`config.mk`:
```
export PLATFORM = sky130hd
export DESIGN_NAME = tetb_div
export DESIGN_NICKNAME = d
export VERILOG_FILES = /design/src/design/tetb_pkg.sv /design/src/design/tetb_div.sv
export SDC_FILE = /design/constraint.sdc
export NUM_CORES = 2
export LEC_CHECK = 0
export BUFFER_PORTS_ARGS = -buffer_cell sky130_fd_sc_hd__buf_2
export CAP_MARGIN = 5
export CORE_UTILIZATION = 55
export CTS_BUF_LIST = sky130_fd_sc_hd__clkbuf_8
export DETAILED_ROUTE_END_ITERATION = 6
export PLACE_DENSITY_LB_ADDON = 0.12
export SLEW_MARGIN = 25
export SYNTH_ARGS = -nofsm -noshare
export SYNTH_HDL_FRONTEND = slang
export SYNTH_SLANG_ARGS = --single-unit
```
`constraint.sdc`:
```
create_clock -name i_clk -period 3.45 [get_ports i_clk]
set_input_delay 0.345 -clock i_clk [delete_from_list [all_inputs] [get_ports i_clk]]
set_output_delay 0.345 -clock i_clk [all_outputs]
set_load 0.01 [all_outputs]
```
`src/design/tetb_pkg.sv`:
```
// ----------------------------------------------------------------------------
// tetb_pkg
// Shared types and constants for the triangle edge test with barycentric weights.
// ----------------------------------------------------------------------------
package tetb_pkg;

    // output weight format
    localparam int WEIGHT_W = 24;
    typedef logic signed [WEIGHT_W-1:0] t_weight;

    localparam t_weight WEIGHT_MAX = t_weight'(24'sh7FFFFF);
    localparam t_weight WEIGHT_MIN = t_weight'(24'sh800000);

    // quotient bits produced by the divider: floor(num * 2^(FRAC_BITS+1) / den), saturating above
    localparam int QUOT_BITS = 26;

endpackage

```
`src/design/tetb_div.sv`:
```
// ----------------------------------------------------------------------------
// tetb_div
// Pipelined restoring divider: round(num * 2^FRAC_BITS / den), signed, saturated.
// Entry stage, one quotient bit per stage, then a rounding stage; all advance on i_en.
// ----------------------------------------------------------------------------
module tetb_div #(
    parameter int XW        = 27,
    parameter int FRAC_BITS = 16
) (
    input  logic                   i_clk,
    input  logic                   i_en,
    input  logic [XW-1:0]          i_num,
    input  logic [XW-1:0]          i_den,
    input  logic                   i_neg,
    output tetb_pkg::t_weight      o_weight
);
    import tetb_pkg::*;

    localparam int RW = XW + QUOT_BITS;
    localparam int QW = QUOT_BITS + 1;

    logic [RW-1:0]        r_rem [QUOT_BITS+1];
    logic [XW-1:0]        r_den [QUOT_BITS+1];
    logic [QUOT_BITS-1:0] r_quo [QUOT_BITS+1];
    logic                 r_neg [QUOT_BITS+1];
    logic                 r_sat [QUOT_BITS+1];
    t_weight              r_weight;

    logic [RW-1:0] w_num2;
    logic [RW-1:0] w_den_top;

    // entry stage: scale numerator by 2^(F+1), flag quotients that overflow
    assign w_num2    = RW'(i_num) << (FRAC_BITS + 1);
    assign w_den_top = RW'(i_den) << QUOT_BITS;

    always_ff @(posedge i_clk) begin
        if (i_en) begin
            r_rem[0] <= w_num2;
            r_den[0] <= i_den;
            r_quo[0] <= '0;
            r_neg[0] <= i_neg;
            r_sat[0] <= (w_num2 >= w_den_top);
        end
    end

    // one quotient bit per stage, most significant first
    for (genvar j = 1; j <= QUOT_BITS; j++) begin : g_stage
        logic [RW-1:0] w_sh;
        logic          w_ge;
        assign w_sh = RW'(r_den[j-1]) << (QUOT_BITS - j);
        assign w_ge = (r_rem[j-1] >= w_sh);

        always_ff @(posedge i_clk) begin
            if (i_en) begin
                r_rem[j] <= w_ge ? (r_rem[j-1] - w_sh) : r_rem[j-1];
                r_den[j] <= r_den[j-1];
                r_quo[j] <= r_quo[j-1] | (QUOT_BITS'(w_ge) << (QUOT_BITS - j));
                r_neg[j] <= r_neg[j-1];
                r_sat[j] <= r_sat[j-1];
            end
        end
    end

    // round half away from zero, apply sign, clamp
    logic [QW-1:0] w_q;
    t_weight       n_weight;
    assign w_q = (QW'(r_quo[QUOT_BITS]) + QW'(1)) >> 1;

    always_comb begin
        if (r_neg[QUOT_BITS]) begin
            if (r_sat[QUOT_BITS] || (w_q > QW'(2**(WEIGHT_W-1))))
                n_weight = WEIGHT_MIN;
            else
                n_weight = t_weight'(-$signed({1'b0, w_q}));
        end else begin
            if (r_sat[QUOT_BITS] || (w_q > QW'(2**(WEIGHT_W-1) - 1)))
                n_weight = WEIGHT_MAX;
            else
                n_weight = t_weight'(w_q);
        end
    end

    always_ff @(posedge i_clk) begin
        if (i_en) begin
            r_weight <= n_weight;
        end
    end

    assign o_weight = r_weight;

endmodule

```
==> results.json <==
{
  "fin_crit_ps": 3680,
  "grt_pass1_wl_microns": 479000,
  "critPathArrivalTime_ps": 4450,
  "power.total_mw": 109,
  "hpwl_microns": 234000,
  "drtIter0Drc": 7774,
  "peakVddDrop_mv": 0.521,
  "fillers": 16129,
  "synth_edf_count": 2194,
  "cts_buffers": 380,
  "setup_viol": 50,
  "relSlewSlack": 0.473,
  "synthFlopType": "edfxtp_1",
  "hp-class": "primary input to flip-flop",
  "grt.overflow.total": 0,
  "clock_latency_ps": 1090,
  "firstDrtPassIters": 7,
  "hold_violations": 0,
  "tns_ps": -7530,
  "syn_area_sq_um": 118000,
  "fmaxAchievable_mhz": 272,
  "worst_slew_pin_slew_ps": 783,
  "globalplace.congestion": 0.981,
  "via_per_inst": 5.78,
  "outcome": "finished with violations",
  "skew_ps": 112,
  "grt_setup_unrepaired": "true",
  "syn_to_final_growth_pct": 20.5,
  "synthCells": 10413,
  "antenna_found_initial": 17,
  "drv_cap": 0,
  "period_share": 1.07,
  "grt_max_degree": 128,
  "setup_ws_ps": -233,
  "fp.dieH_microns": 465,
  "wl_microns": 314000,
  "yosys.cell_types.count": 88,
  "cts.clk_slew.worst_paths_ps": 60,
  "htree_levels": 5,
  "critPathKind": "flip-flop to flip-flop",
  "seq_area_frac_synth": 0.558,
  "dr_total_vias": 87279,
  "clock_path_buffers": 4,
  "post_drt_wl_per_cell_microns": 20.8,
  "ctsRootBufferMaster": "clkbuf_8",
  "coreArea_sq_um": 213000,
  "syn_avg_cell_area_sq_um": 11.3,
  "endpoint_kind": "flip-flop",
  "boundaryPins": 81,
  "ys_ff_latch": 2194,
  "io_buffer_count": 80,
  "pre_cts_ws_ps": -437,
  "power_density_nw_per_um2": 763,
  "drc": 0,
  "cts_sinks": 2194,
  "drv_slew": 0,
  "cp_max_fo": 8,
  "violations": "negative setup slack",
  "initial_core_util": 0.555,
  "rows": 169,
  "required_ps": 4210,
  "cts_tree": "done",
  "fp.dieArea_sq_um": 217000,
  "syn-num-nets": 11209,
  "dieWidth_microns": 465,
  "async_flop_share": 0,
  "antenna_left": 0,
  "yosys_warnings": 0,
  "startpoint_type": "flip-flop",
  "nNetsFinal": 12776,
  "grt_pass1_vias": 84539,
  "p_leak_nw": 57.6,
  "drive_above_1_share": 0.195,
  "track_usage": 0.282
}
==> per-layer routing <==
metal,track usage,part of all wire,vias up
met3,0.0476,0.067,540
li1,-,-,41548
met4,0.0777,0.026,4
met2,0.447,0.46,2744
met5,0,0.000089,-
met1,0.403,0.45,42443
==> worst paths after layout <==
path                                    start       endpoint  slack, ps  cells after the start
worst max-delay path            r_rem[22][38]  r_rem[23][38]       -230                     12
worst min-delay path                i_num[17]   r_rem[0][34]        120                      2
worst max register to register  r_rem[22][38]  r_rem[23][38]       -230                     12
worst min register to register    r_neg[0][1]    r_neg[0][2]        360                      0
==> layout by cell type (no fill, tap or decap), types with 184 or more instances in the layout <==
master / n
ha_1: 678
xnor2_1: 466
buf_4: 1136
nor3_1: 184
o21ai_0: 589
nand3_1: 194
a21oi_1: 784
nand2_1: 726
nor2_1: 689
clkbuf_8: 384
xor2_1: 410
a21o_1: 374
edfxtp_1: 2194
inv_1: 962
==> flip-flops by register name, summed over array words and instances (netlist names) <==
register,count
r_quo,351
r_rem,1063
r_den,702
o_weight,24
r_neg,27
r_sat,27
==> report_power, final <==
group	internal, mW	switching (mW)
logic	20.3	24.3
registers	37.1	4.30
clock network	12.0	10.6
total	69.3	39.2
==> kinds of logic after synthesis <==
family          share of synthesized area
simple gates                        0.117
compound gates                      0.133
flops                               0.558
buf+inv                            0.0356
xor+xnor                           0.0654
fa+ha+maj                          0.0799
mux                                0.0120
==> metrics by stage <==
| stage | area (sq um) | hold slack, ps | std cells | util |
|---|---|---|---|---|
| after floorplan | 118000 | 400 | 10413 | - |
| after global placement | 130000 | 400 | 14207 | 0.612 |
| after CTS | 140000 | 0.568 | 14995 | 0.656 |
| after detailed placement | 130000 | 405 | 14207 | 0.612 |
| after global routing | 142000 | 24.9 | 15079 | 0.669 |
| final | 142000 | 123 | 15089 | 0.669 |
==> cell usage after synthesis, drive strengths merged, types with 80 or more instances <==
| master | instances | area share |
|---|---|---|
| nor3 | 216 | 0.0092 |
| a21o | 374 | 0.024 |
| nand3 | 203 | 0.0086 |
| nand2b | 138 | 0.0073 |
| o21a | 112 | 0.0071 |
| a21oi | 836 | 0.035 |
| nor2b | 125 | 0.0066 |
| xnor2 | 472 | 0.035 |
| mux2 | 113 | 0.011 |
| xor2 | 410 | 0.030 |
| nand4 | 130 | 0.0069 |
| edfxtp | 2194 | 0.56 |
| nor4 | 124 | 0.0066 |
| nand2 | 739 | 0.023 |
| ha | 714 | 0.076 |
| clkbuf | 196 | 0.0062 |
| o21ai | 650 | 0.028 |
| or3 | 80 | 0.0042 |
| nor2 | 725 | 0.023 |
| inv | 890 | 0.028 |
==> final cells by class <==
class / instances / area [sq um] / share of cell area
well taps: 2821 / 3530 / 0.0248
repair buffers: 1406 / 11500 / 0.0808
clock buffers: 384 / 5290 / 0.0371
flip-flops and latches: 2194 / 65900 / 0.463
inverters: 893 / 3370 / 0.0237
diodes: 15 / 37.5 / 0.000264
clock inverters: 271 / 1740 / 0.0122
multi-input cells: 7105 / 51000 / 0.358
==> critical path: stages (launching register included) <==
cell and delay [ps]:
edfxtp_1 410, or4_4 550, or3_4 340, or3_4 340, or2_4 250, or4_4 530, o21ba_4 240, a221oi_2 50
buf_4 180, nand3b_4 180, buf_6 130, nor2_2 30, xor2_1 140
==> repair_timing <==
item                                    4_1_cts  5_1_grt
gates resized for setup                     219      444
hold buffers                                104        0
cloned                                        4        5
endpoints found under the setup margin      386      743
hold endpoints to repair                    278        0
setup buffers                                25       81
pin swaps                                    28      155
Note: power is estimated with default switching activity, not from simulation.
